[src/pga_pkg.sv]
// Shared constants, codes and control types of the photogate pendulum analyser.
package pga_pkg;

  localparam int FRAC_BITS_DEF = 16;
  localparam int LOG2_FB       = 28;

  localparam logic [33:0] LN2_Q30     = 34'd744261118;
  localparam logic [63:0] PI_Q30      = 64'd3373259426;
  localparam logic [33:0] INERTIA_K   = 34'd4582269852;
  localparam logic [35:0] SPEED_MAX   = 36'hFFFFFFFFF;
  localparam logic [47:0] INERTIA_MAX = 48'hFFFFFFFFFFFF;
  localparam logic [19:0] US_PER_S    = 20'd1000000;

  localparam logic [1:0] CFG_FLAG_WIDTH = 2'd0;
  localparam logic [1:0] CFG_MASS       = 2'd1;
  localparam logic [1:0] CFG_PIVOT      = 2'd2;

  localparam logic [15:0] FLAG_WIDTH_RST = 16'd5000;
  localparam logic [15:0] MASS_RST       = 16'd1500;
  localparam logic [15:0] PIVOT_RST      = 16'd400;

  // Width of the shared divider: the speed numerator or the damping numerator.
  function automatic int div_width(input int frac_bits);
    return (2 * frac_bits + 6 > 36) ? 2 * frac_bits + 6 : 36;
  endfunction

  typedef enum logic [4:0] {
    OP_NONE,
    OP_BLOCK,
    OP_LEVEL,
    OP_HIT,
    OP_DIV,
    OP_SPEED,
    OP_NSTEP,
    OP_MLOAD,
    OP_SQ,
    OP_MAG,
    OP_DMAG,
    OP_SSQ,
    OP_SQRT,
    OP_ZSET,
    OP_ZETA,
    OP_ISQ,
    OP_ILO,
    OP_IHI,
    OP_ISAT,
    OP_ILOADA,
    OP_IK0,
    OP_IK1,
    OP_IK2,
    OP_IFIN,
    OP_EMIT
  } pga_op_e;

  typedef struct packed {
    logic    take;
    pga_op_e op;
  } pga_cmd_t;

  typedef struct packed {
    logic lvl_same;
    logic lvl_low;
    logic blocking;
    logic tau_zero;
    logic x_top;
    logic speed_nz;
    logic dec_ok;
    logic acc_big;
    logic inr_go;
    logic out_free;
  } pga_stat_t;

endpackage

[src/pga_ctrl.sv]
// Sequencing state machine of the photogate pendulum analyser.
module pga_ctrl #(
  parameter int FRAC_BITS = pga_pkg::FRAC_BITS_DEF
) (
  input  logic              clk_i,
  input  logic              rst_ni,
  input  logic              in_valid_i,
  output logic              in_ready_o,
  input  pga_pkg::pga_stat_t stat_i,
  output pga_pkg::pga_cmd_t  cmd_o
);
  import pga_pkg::*;

  localparam int NW = div_width(FRAC_BITS);
  localparam int CW = $clog2(NW);

  localparam logic [4:0] S_IDLE = 5'd0;
  localparam logic [4:0] S_EVAL = 5'd1;
  localparam logic [4:0] S_DIVS = 5'd2;
  localparam logic [4:0] S_SPD  = 5'd3;
  localparam logic [4:0] S_NORM = 5'd4;
  localparam logic [4:0] S_SQ   = 5'd5;
  localparam logic [4:0] S_MAG  = 5'd6;
  localparam logic [4:0] S_DMAG = 5'd7;
  localparam logic [4:0] S_SSQ  = 5'd8;
  localparam logic [4:0] S_SQRT = 5'd9;
  localparam logic [4:0] S_ZSET = 5'd10;
  localparam logic [4:0] S_DIVZ = 5'd11;
  localparam logic [4:0] S_ZETA = 5'd12;
  localparam logic [4:0] S_I1   = 5'd13;
  localparam logic [4:0] S_I2   = 5'd14;
  localparam logic [4:0] S_I3   = 5'd15;
  localparam logic [4:0] S_I4   = 5'd16;
  localparam logic [4:0] S_I5   = 5'd17;
  localparam logic [4:0] S_I6   = 5'd18;
  localparam logic [4:0] S_I7   = 5'd19;
  localparam logic [4:0] S_I8   = 5'd20;
  localparam logic [4:0] S_EMIT = 5'd21;

  logic [4:0]    state_q, state_d;
  logic [CW-1:0] cnt_q, cnt_d;
  logic [4:0]    after_speed;

  assign after_speed = stat_i.inr_go ? S_I1 : S_EMIT;

  always_comb begin
    state_d    = state_q;
    cnt_d      = cnt_q;
    cmd_o.take = 1'b0;
    cmd_o.op   = OP_NONE;
    in_ready_o = 1'b0;
    unique case (state_q)
      S_IDLE: begin
        in_ready_o = 1'b1;
        if (in_valid_i) begin
          cmd_o.take = 1'b1;
          state_d    = S_EVAL;
        end
      end
      S_EVAL: begin
        if (stat_i.lvl_same) begin
          state_d = S_IDLE;
        end else if (stat_i.lvl_low) begin
          cmd_o.op = OP_BLOCK;
          state_d  = S_IDLE;
        end else if (!stat_i.blocking) begin
          cmd_o.op = OP_LEVEL;
          state_d  = S_IDLE;
        end else begin
          cmd_o.op = OP_HIT;
          cnt_d    = CW'(NW - 1);
          state_d  = stat_i.tau_zero ? S_NORM : S_DIVS;
        end
      end
      S_DIVS: begin
        cmd_o.op = OP_DIV;
        if (cnt_q == '0) state_d = S_SPD;
        else cnt_d = cnt_q - 1'b1;
      end
      S_SPD: begin
        cmd_o.op = OP_SPEED;
        state_d  = S_NORM;
      end
      S_NORM: begin
        if (!stat_i.speed_nz) begin
          state_d = after_speed;
        end else if (stat_i.x_top) begin
          cmd_o.op = OP_MLOAD;
          cnt_d    = CW'(LOG2_FB - 1);
          state_d  = S_SQ;
        end else begin
          cmd_o.op = OP_NSTEP;
        end
      end
      S_SQ: begin
        cmd_o.op = OP_SQ;
        if (cnt_q == '0) state_d = stat_i.dec_ok ? S_MAG : after_speed;
        else cnt_d = cnt_q - 1'b1;
      end
      S_MAG: begin
        cmd_o.op = OP_MAG;
        state_d  = S_DMAG;
      end
      S_DMAG: begin
        cmd_o.op = OP_DMAG;
        state_d  = S_SSQ;
      end
      S_SSQ: begin
        cmd_o.op = OP_SSQ;
        cnt_d    = CW'(29);
        state_d  = S_SQRT;
      end
      S_SQRT: begin
        cmd_o.op = OP_SQRT;
        if (cnt_q == '0) state_d = S_ZSET;
        else cnt_d = cnt_q - 1'b1;
      end
      S_ZSET: begin
        cmd_o.op = OP_ZSET;
        cnt_d    = CW'(NW - 1);
        state_d  = S_DIVZ;
      end
      S_DIVZ: begin
        cmd_o.op = OP_DIV;
        if (cnt_q == '0) state_d = S_ZETA;
        else cnt_d = cnt_q - 1'b1;
      end
      S_ZETA: begin
        cmd_o.op = OP_ZETA;
        state_d  = after_speed;
      end
      S_I1: begin
        cmd_o.op = OP_ISQ;
        state_d  = S_I2;
      end
      S_I2: begin
        cmd_o.op = OP_ILO;
        state_d  = S_I3;
      end
      S_I3: begin
        cmd_o.op = OP_IHI;
        state_d  = S_I4;
      end
      S_I4: begin
        if (stat_i.acc_big) begin
          cmd_o.op = OP_ISAT;
          state_d  = S_EMIT;
        end else begin
          cmd_o.op = OP_ILOADA;
          state_d  = S_I5;
        end
      end
      S_I5: begin
        cmd_o.op = OP_IK0;
        state_d  = S_I6;
      end
      S_I6: begin
        cmd_o.op = OP_IK1;
        state_d  = S_I7;
      end
      S_I7: begin
        cmd_o.op = OP_IK2;
        state_d  = S_I8;
      end
      S_I8: begin
        cmd_o.op = OP_IFIN;
        state_d  = S_EMIT;
      end
      S_EMIT: begin
        if (stat_i.out_free) begin
          cmd_o.op = OP_EMIT;
          state_d  = S_IDLE;
        end
      end
      default: state_d = S_IDLE;
    endcase
  end

  always_ff @(posedge clk_i or negedge rst_ni) begin
    if (!rst_ni) begin
      state_q <= S_IDLE;
      cnt_q   <= '0;
    end else begin
      state_q <= state_d;
      cnt_q   <= cnt_d;
    end
  end

endmodule

[config.mk]
export PLATFORM = sky130hd
export DESIGN_NAME = pga_ctrl
export DESIGN_NICKNAME = d
export VERILOG_FILES = /design/src/pga_pkg.sv /design/src/pga_ctrl.sv
export SDC_FILE = /design/constraint.sdc
export NUM_CORES = 1
export LEC_CHECK = 0
export ABC_AREA = 0
export BUFFER_PORTS_ARGS = -buffer_cell sky130_fd_sc_hd__buf_4
export CORE_MARGIN = 2
export CORE_UTILIZATION = 55
export DETAILED_ROUTE_END_ITERATION = 8
export PLACE_DENSITY = 0.87
export SYNTH_ARGS = -nofsm -noshare
export SYNTH_HDL_FRONTEND = slang
export SYNTH_SLANG_ARGS = --single-unit
[constraint.sdc]
create_clock -name clk_i -period 2.4 [get_ports clk_i]
set_clock_uncertainty 0.2 [all_clocks]
set_input_delay 0.24 -clock clk_i [delete_from_list [all_inputs] [get_ports clk_i]]
set_output_delay 0.24 -clock clk_i [all_outputs]
set_load 0.01 [all_outputs]
==> results of run 1 <==
[report_power, final]
group	internal [uW]	switching, uW	total (uW)
clock network	64.4	60.7	125
registers	271	113	383
logic	665	872	1540
total	1000	1050	2050
[cell usage after synthesis, drive strengths merged, types with 5 or more instances]
cell type / count / share of area
a21oi: 14 / 0.057
inv: 8 / 0.024
a31oi: 6 / 0.036
dfrtp: 11 / 0.22
o21ai: 17 / 0.069
nor2: 18 / 0.055
nand2: 14 / 0.045
clkbuf: 5 / 0.015
buf: 8 / 0.035
[sequential cells by signal, indices dropped and copies added, names as in the netlist]
signal / count
cnt_q: 6
state_q: 5
[worst paths after layout]
path,start,to,slack [ns],cells past startpoint
hold reg to reg,cnt_q[4],cnt_q[4],0.30,1
max in group asynchronous,rst_ni,state_q[4],1.70,2
min in group asynchronous,rst_ni,cnt_q[0],0.14,2
hold / removal,stat_i[6],state_q[2],0.1,3
setup / recovery,state_q[2],cmd_o[1],0.04,6
setup reg to reg,state_q[2],state_q[2],0.25,5
[through the flow]
| step | utilization | TNS [ns] | total power (uW) | hold WS [ns] | area (sq um) |
|---|---|---|---|---|---|
| 4_1_cts | 0.664 | 0 | 2030 | 0.0905 | 1440 |
| 5_1_grt | 0.665 | -0.0838 | 2240 | 0.0882 | 1440 |
| 3_5_place_dp | 0.648 | 0 | 1890 | -0.115 | 1410 |
| 3_3_place_gp | 0.648 | 0 | 1850 | -0.120 | 1410 |
| 6_report | 0.665 | 0 | 2050 | 0.0975 | 1440 |
| 2_1_floorplan | - | 0 | 1480 | -0.256 | 1230 |
[cell families (layout without fill, tap and decap cells)]
kind of cell,after synthesis,count (layout),synth area share
AOI/OAI and AO/OA,65,65,0.373
xor gates and xnor gates,2,2,0.0143
muxes,1,1,0.00815
buffers and inverters,21,40,0.0743
DFF,11,11,0.224
adders and majority gates,2,2,0.0204
and+or+nand+nor,65,65,0.286
[timing repair]
item / CTS / global route
gates resized for setup: 0 / 1
hold endpoints to repair: 11 / 0
setup endpoints to repair: 0 / 3
hold buffers: 1 / 0
[tightest hold or removal path, delay by kind of cell]
kind	cells	cell delay (ns)
compound gates	2	0.20
buf+inv	1	0.09
[metal layers]
layer  wire [um]  track usage
met5           0            0
met4           6       0.0219
met3         231       0.0673
met2        1500        0.444
met1        1450        0.367
[placed cells by master (no fill, tap or decap), types with 3 or more instances in the layout]
master     n
nor3b_1    4
o31ai_1    4
nor3_1     4
inv_1      7
a21oi_1   14
nand3_1    4
a31oi_1    5
nand2_1   13
clkbuf_4   3
o21ai_1    6
dfrtp_1   10
nand2b_1   4
o21ai_0   11
buf_4     27
nor2_1    18
[cell type report]
type / count / area [sq um]
Clock buffer: 4 / 26.3
Fill cell: 216 / 727
Inverter: 8 / 30.0
Multi-Input combinational cell: 135 / 862
Sequential cell: 11 / 277
Tap cell: 28 / 35.0
Timing Repair Buffer: 28 / 213
==> flow_metrics.env, run 1 <==
export IMPL_grt_pass1_vias=1222
export IMPL_ys_flop_type="dfrtp_1"
export IMPL_finalNonFillerCells=214
export IMPL_die_w_um=51.3
export IMPL_worst_slack_ns=0.0415
export IMPL_dpl_hpwl_mm=2.42
export IMPL_postCtsSetupBuffers=0
export IMPL_clk_pin_slew_ns=0.07
export IMPL_hold_viol_final=0
export IMPL_synth_edff_count=0
export IMPL_clk_latency_ns=0.27
export IMPL_start_util=0.566
export IMPL_grt_antenna_before_repair=0
export IMPL_grt_overflow=0
export IMPL_worst_slew_margin_rel=0.630
export IMPL_cts_sinks=11
export IMPL_cp_slowest_stage_delay_ns=0.48
export IMPL_ys_async_sr_fraction=1.00
export IMPL_slew_violations=0
export IMPL_io_pins=20
export IMPL_dr_total_vias=1336
export IMPL_track_usage=0.268
export IMPL_setup_viol=0
export IMPL_ys_seq_area_frac=0.224
export IMPL_pre_cts_ws_ns=0.285
export IMPL_dp_cells=209
export IMPL_numCtsBuffers=3
export IMPL_ys_warn_count=0
export IMPL_drc=0
export IMPL_post_drt_wl_per_cell_um=14.9
export IMPL_die_h_um=51.3
export IMPL_hold_path_class="in2reg"
export IMPL_peakVddDrop_mv=0.867
export IMPL_slowest_stage="dfrtp_1"
export IMPL_place_gp_congestion=0.879
export IMPL_antenna_cells=0
export IMPL_max_cap_violations=0
export IMPL_synthesis_nets=182
export IMPL_cp_max_fo=10
export IMPL_grt_max_degree=24
export IMPL_clockRootBuffer="clkbuf_4"
export IMPL_postSynthAreaPerCell_sq_um=7.36
export IMPL_status="finished clean"
export IMPL_start_kind="register"
export IMPL_port_buffers=19
export IMPL_crit_arrival_ns=1.92
export IMPL_worst_pin_slew_ns=0.555
export IMPL_critPathKind="reg2out"
export IMPL_worstSetupEndpointType="primary output"
export IMPL_ant_nets=0
export IMPL_synth_cells=167
export IMPL_crit_family="simple AND/OR/NAND/NOR gates"
export IMPL_crit_chain="or2_1 -> nor4b_1 -> a21oi_1 -> o22a_1 -> o22ai_1 -> buf_4"
export IMPL_rsz0062_at_grt="yes"
export IMPL_final_nets=202
export IMPL_synth_distinct_cells=53
export IMPL_ys_ff_latch=11
export IMPL_cts_max_level=1
export IMPL_cts_tree="done"
export IMPL_rows=17
export IMPL_post_route_period_util=0.983
export IMPL_synthToLayoutAreaGrowth_pct=17.4
export IMPL_layout_drive_gt1_share=0.215
export IMPL_synthesis_area_sq_um=1230
export IMPL_max_freq_mhz=424
export IMPL_fin_crit_ns=2.36
export IMPL_die_area_sq_um=2630
export IMPL_power_leakage_uw=0.000593
export IMPL_drt_iter0_markers=54
export IMPL_grt_pass1_wl_mm=5.42
export IMPL_wl_mm=3.19
export IMPL_cp_required_ns=1.96
export IMPL_via_per_inst=6.24
export IMPL_powerDensity_nw_per_um2=1420
export IMPL_cts_buffer_depth=2
export IMPL_first_pass_iters=4
export IMPL_crit_buf_inv=1
export IMPL_fp_coreArea_sq_um=2170
Note: power is estimated with default switching activity, not from simulation.
==> run 2, diff against run 1 <==
--- a/config.mk
+++ b/config.mk
@@ -7,10 +7,13 @@
 export LEC_CHECK = 0
 export ABC_AREA = 0
 export BUFFER_PORTS_ARGS = -buffer_cell sky130_fd_sc_hd__buf_4
+export CELL_PAD_IN_SITES_DETAIL_PLACEMENT = 1
+export CELL_PAD_IN_SITES_GLOBAL_PLACEMENT = 2
 export CORE_MARGIN = 2
-export CORE_UTILIZATION = 55
+export CORE_UTILIZATION = 32
 export DETAILED_ROUTE_END_ITERATION = 8
-export PLACE_DENSITY = 0.87
+export GPL_ROUTABILITY_DRIVEN = 0
+export PLACE_DENSITY = 0.89
 export SYNTH_ARGS = -nofsm -noshare
 export SYNTH_HDL_FRONTEND = slang
 export SYNTH_SLANG_ARGS = --single-unit
==> run 2 against run 1 <==
Effect of this change: worst hold slack gained 0.041 ns; utilization shrank 25 points; cell count grew 11%; critical path depth is the same; global-route usage shrank 6.6 points; routed wire length grew 27%; combinational power grew 6%; first-iteration DRC count grew to 2.7 times the previous value; clock-buffer cell count is the same; die area grew 66%; setup slack gained 0.094 ns; critical path type unchanged; critical endpoint unchanged; largest cell class unchanged; highest routed layer unchanged.
==> flow_metrics.env, run 2 (synthesized netlist as in run 1, its figures left out) <==
export IMPL_grt_overflow=0
export IMPL_start_kind="register"
export IMPL_dr_total_vias=1381
export IMPL_critPathKind="reg2out"
export IMPL_postCtsSetupBuffers=0
export IMPL_worst_pin_slew_ns=0.572
export IMPL_r2r_cells=5
export IMPL_wl_mm=4.05
export IMPL_worst_slew_margin_rel=0.616
export IMPL_status="finished clean"
export IMPL_grt_antenna_before_repair=0
export IMPL_die_w_um=66.0
export IMPL_clk_pin_slew_ns=0.04
export IMPL_crit_chain="or2_1 -> nor4b_1 -> a21oi_1 -> o22a_1 -> o22ai_1 -> buf_4"
export IMPL_start_util=0.333
export IMPL_hold_viol_final=0
export IMPL_max_cap_violations=0
export IMPL_crit_buf_inv=1
export IMPL_power_leakage_uw=0.000620
export IMPL_max_freq_mhz=442
export IMPL_slew_violations=0
export IMPL_final_nets=206
export IMPL_peakVddDrop_mv=0.358
export IMPL_cts_tree="done"
export IMPL_layout_drive_gt1_share=0.242
export IMPL_drc=0
export IMPL_cts_max_level=1
export IMPL_post_drt_wl_per_cell_um=17.0
export IMPL_mostFrequentLayoutCell="buf_4"
export IMPL_crit_family="simple AND/OR/NAND/NOR gates"
export IMPL_cts_sinks=11
export IMPL_n_fill_cell=490
export IMPL_grt_pass1_wl_mm=6.89
export IMPL_largest_reg_flops=6
export IMPL_track_usage=0.202
export IMPL_numCtsBuffers=3
export IMPL_ant_nets=0
export IMPL_hold_worst_slack_ns=0.138
export IMPL_antenna_cells=0
export IMPL_slowest_stage="dfrtp_1"
export IMPL_fin_crit_ns=2.26
export IMPL_grt_pass1_vias=1407
export IMPL_clockRootBuffer="clkbuf_8"
export IMPL_rows=22
export IMPL_via_per_inst=5.80
export IMPL_worstSetupEndpointType="primary output"
export IMPL_fp_coreArea_sq_um=3690
export IMPL_post_route_period_util=0.943
export IMPL_die_area_sq_um=4350
export IMPL_dpl_hpwl_mm=3.12
export IMPL_powerDensity_nw_per_um2=1460
export IMPL_clk_latency_ns=0.24
export IMPL_grt_max_degree=16
export IMPL_hold_depth=3
export IMPL_synthToLayoutAreaGrowth_pct=24.0
export IMPL_drt_iter0_markers=144
export IMPL_cp_required_ns=1.96
export IMPL_cts_buffer_depth=2
export IMPL_rsz0062_at_grt="no"
export IMPL_io_pins=20
export IMPL_die_h_um=66.0
export IMPL_largest_register="cnt_q"
export IMPL_cp_slowest_stage_delay_ns=0.42
export IMPL_cp_max_fo=6
export IMPL_crit_cells=6
export IMPL_mostFrequentLayoutCells="buf_4, nor2_1, a21oi_1"
export IMPL_crit_arrival_ns=1.82
export IMPL_port_buffers=19
export IMPL_first_pass_iters=4
export IMPL_reg_top3="cnt_q: 6 flops, state_q: 5 flops"
export IMPL_fin_setup_tns_ns=0
export IMPL_hold_path_class="in2reg"
export IMPL_setup_viol=0
run 2: cell count changes in the layout (fill, tap and decap cells not counted):
cell / previous run / this run
nor4_2: 0 / 1
buf_4: 27 / 31
clkbuf_8: 0 / 3
clkbuf_4: 3 / 0
dfrtp_1: 10 / 9
dfrtp_2: 1 / 2
nor4_1: 2 / 1
run 2: area by class of cell:
type,instances,area (sq um),area share
multi-input cells,135,868,0.570
clock buffers,4,45.0,0.0296
well taps,48,60.1,0.0394
repair buffers,32,243,0.159
inverters,8,30.0,0.0197
flip-flops and latches,11,278,0.182
run 2: per-stage QoR:
stage	setup slack [ns]	cell area (sq um)	total power (uW)	cells	util
4_1_cts	0.0811	1520	2220	238	0.411
3_3_place_gp	0.278	1460	1940	233	0.396
6_report	0.136	1520	2230	238	0.413
2_1_floorplan	0.344	1230	1480	167	-
3_5_place_dp	0.183	1460	2010	233	0.396
5_1_grt	0.0493	1520	2430	238	0.413
run 2: worst paths after layout:
path / startpoint / endpoint / slack [ns]
min: stat_i[6] / state_q[2] / 0.14
max in group asynchronous: rst_ni / state_q[0] / 1.65
max: state_q[3] / cmd_o[1] / 0.14
min reg2reg: cnt_q[4] / cnt_q[4] / 0.31
max reg2reg: cnt_q[2] / state_q[2] / 0.22
min in group asynchronous: rst_ni / cnt_q[1] / 0.18
run 2: where the power goes:
part	switching (uW)	leakage [uW]	total, uW	internal [uW]
combinational	923	0.000469	1630	708
clock	68.0	0.0000228	184	116
sequential	136	0.000128	409	273
total	1130	0.000620	2230	1100
run 2: worst min-delay path, stage by stage:
cell      delay, ns
buf_4          0.09
a311oi_1       0.08
a21oi_1        0.12
run 2: routing by layer:
layer	wire length, um	up-vias	share of wire	GRT usage
li1	-	672	-	-
met1	1870	666	0.46	0.264
met2	1960	33	0.48	0.342
met3	142	10	0.035	0.0307
met4	75	0	0.019	0.0587
met5	0	-	0	0
run 2: timing repair:
action | 4_1_cts | 5_1_grt
resized for setup | 0 | 3
hold endpoints to repair | 11 | 0
hold buffers | 1 | 0
setup endpoints to repair | 0 | 3
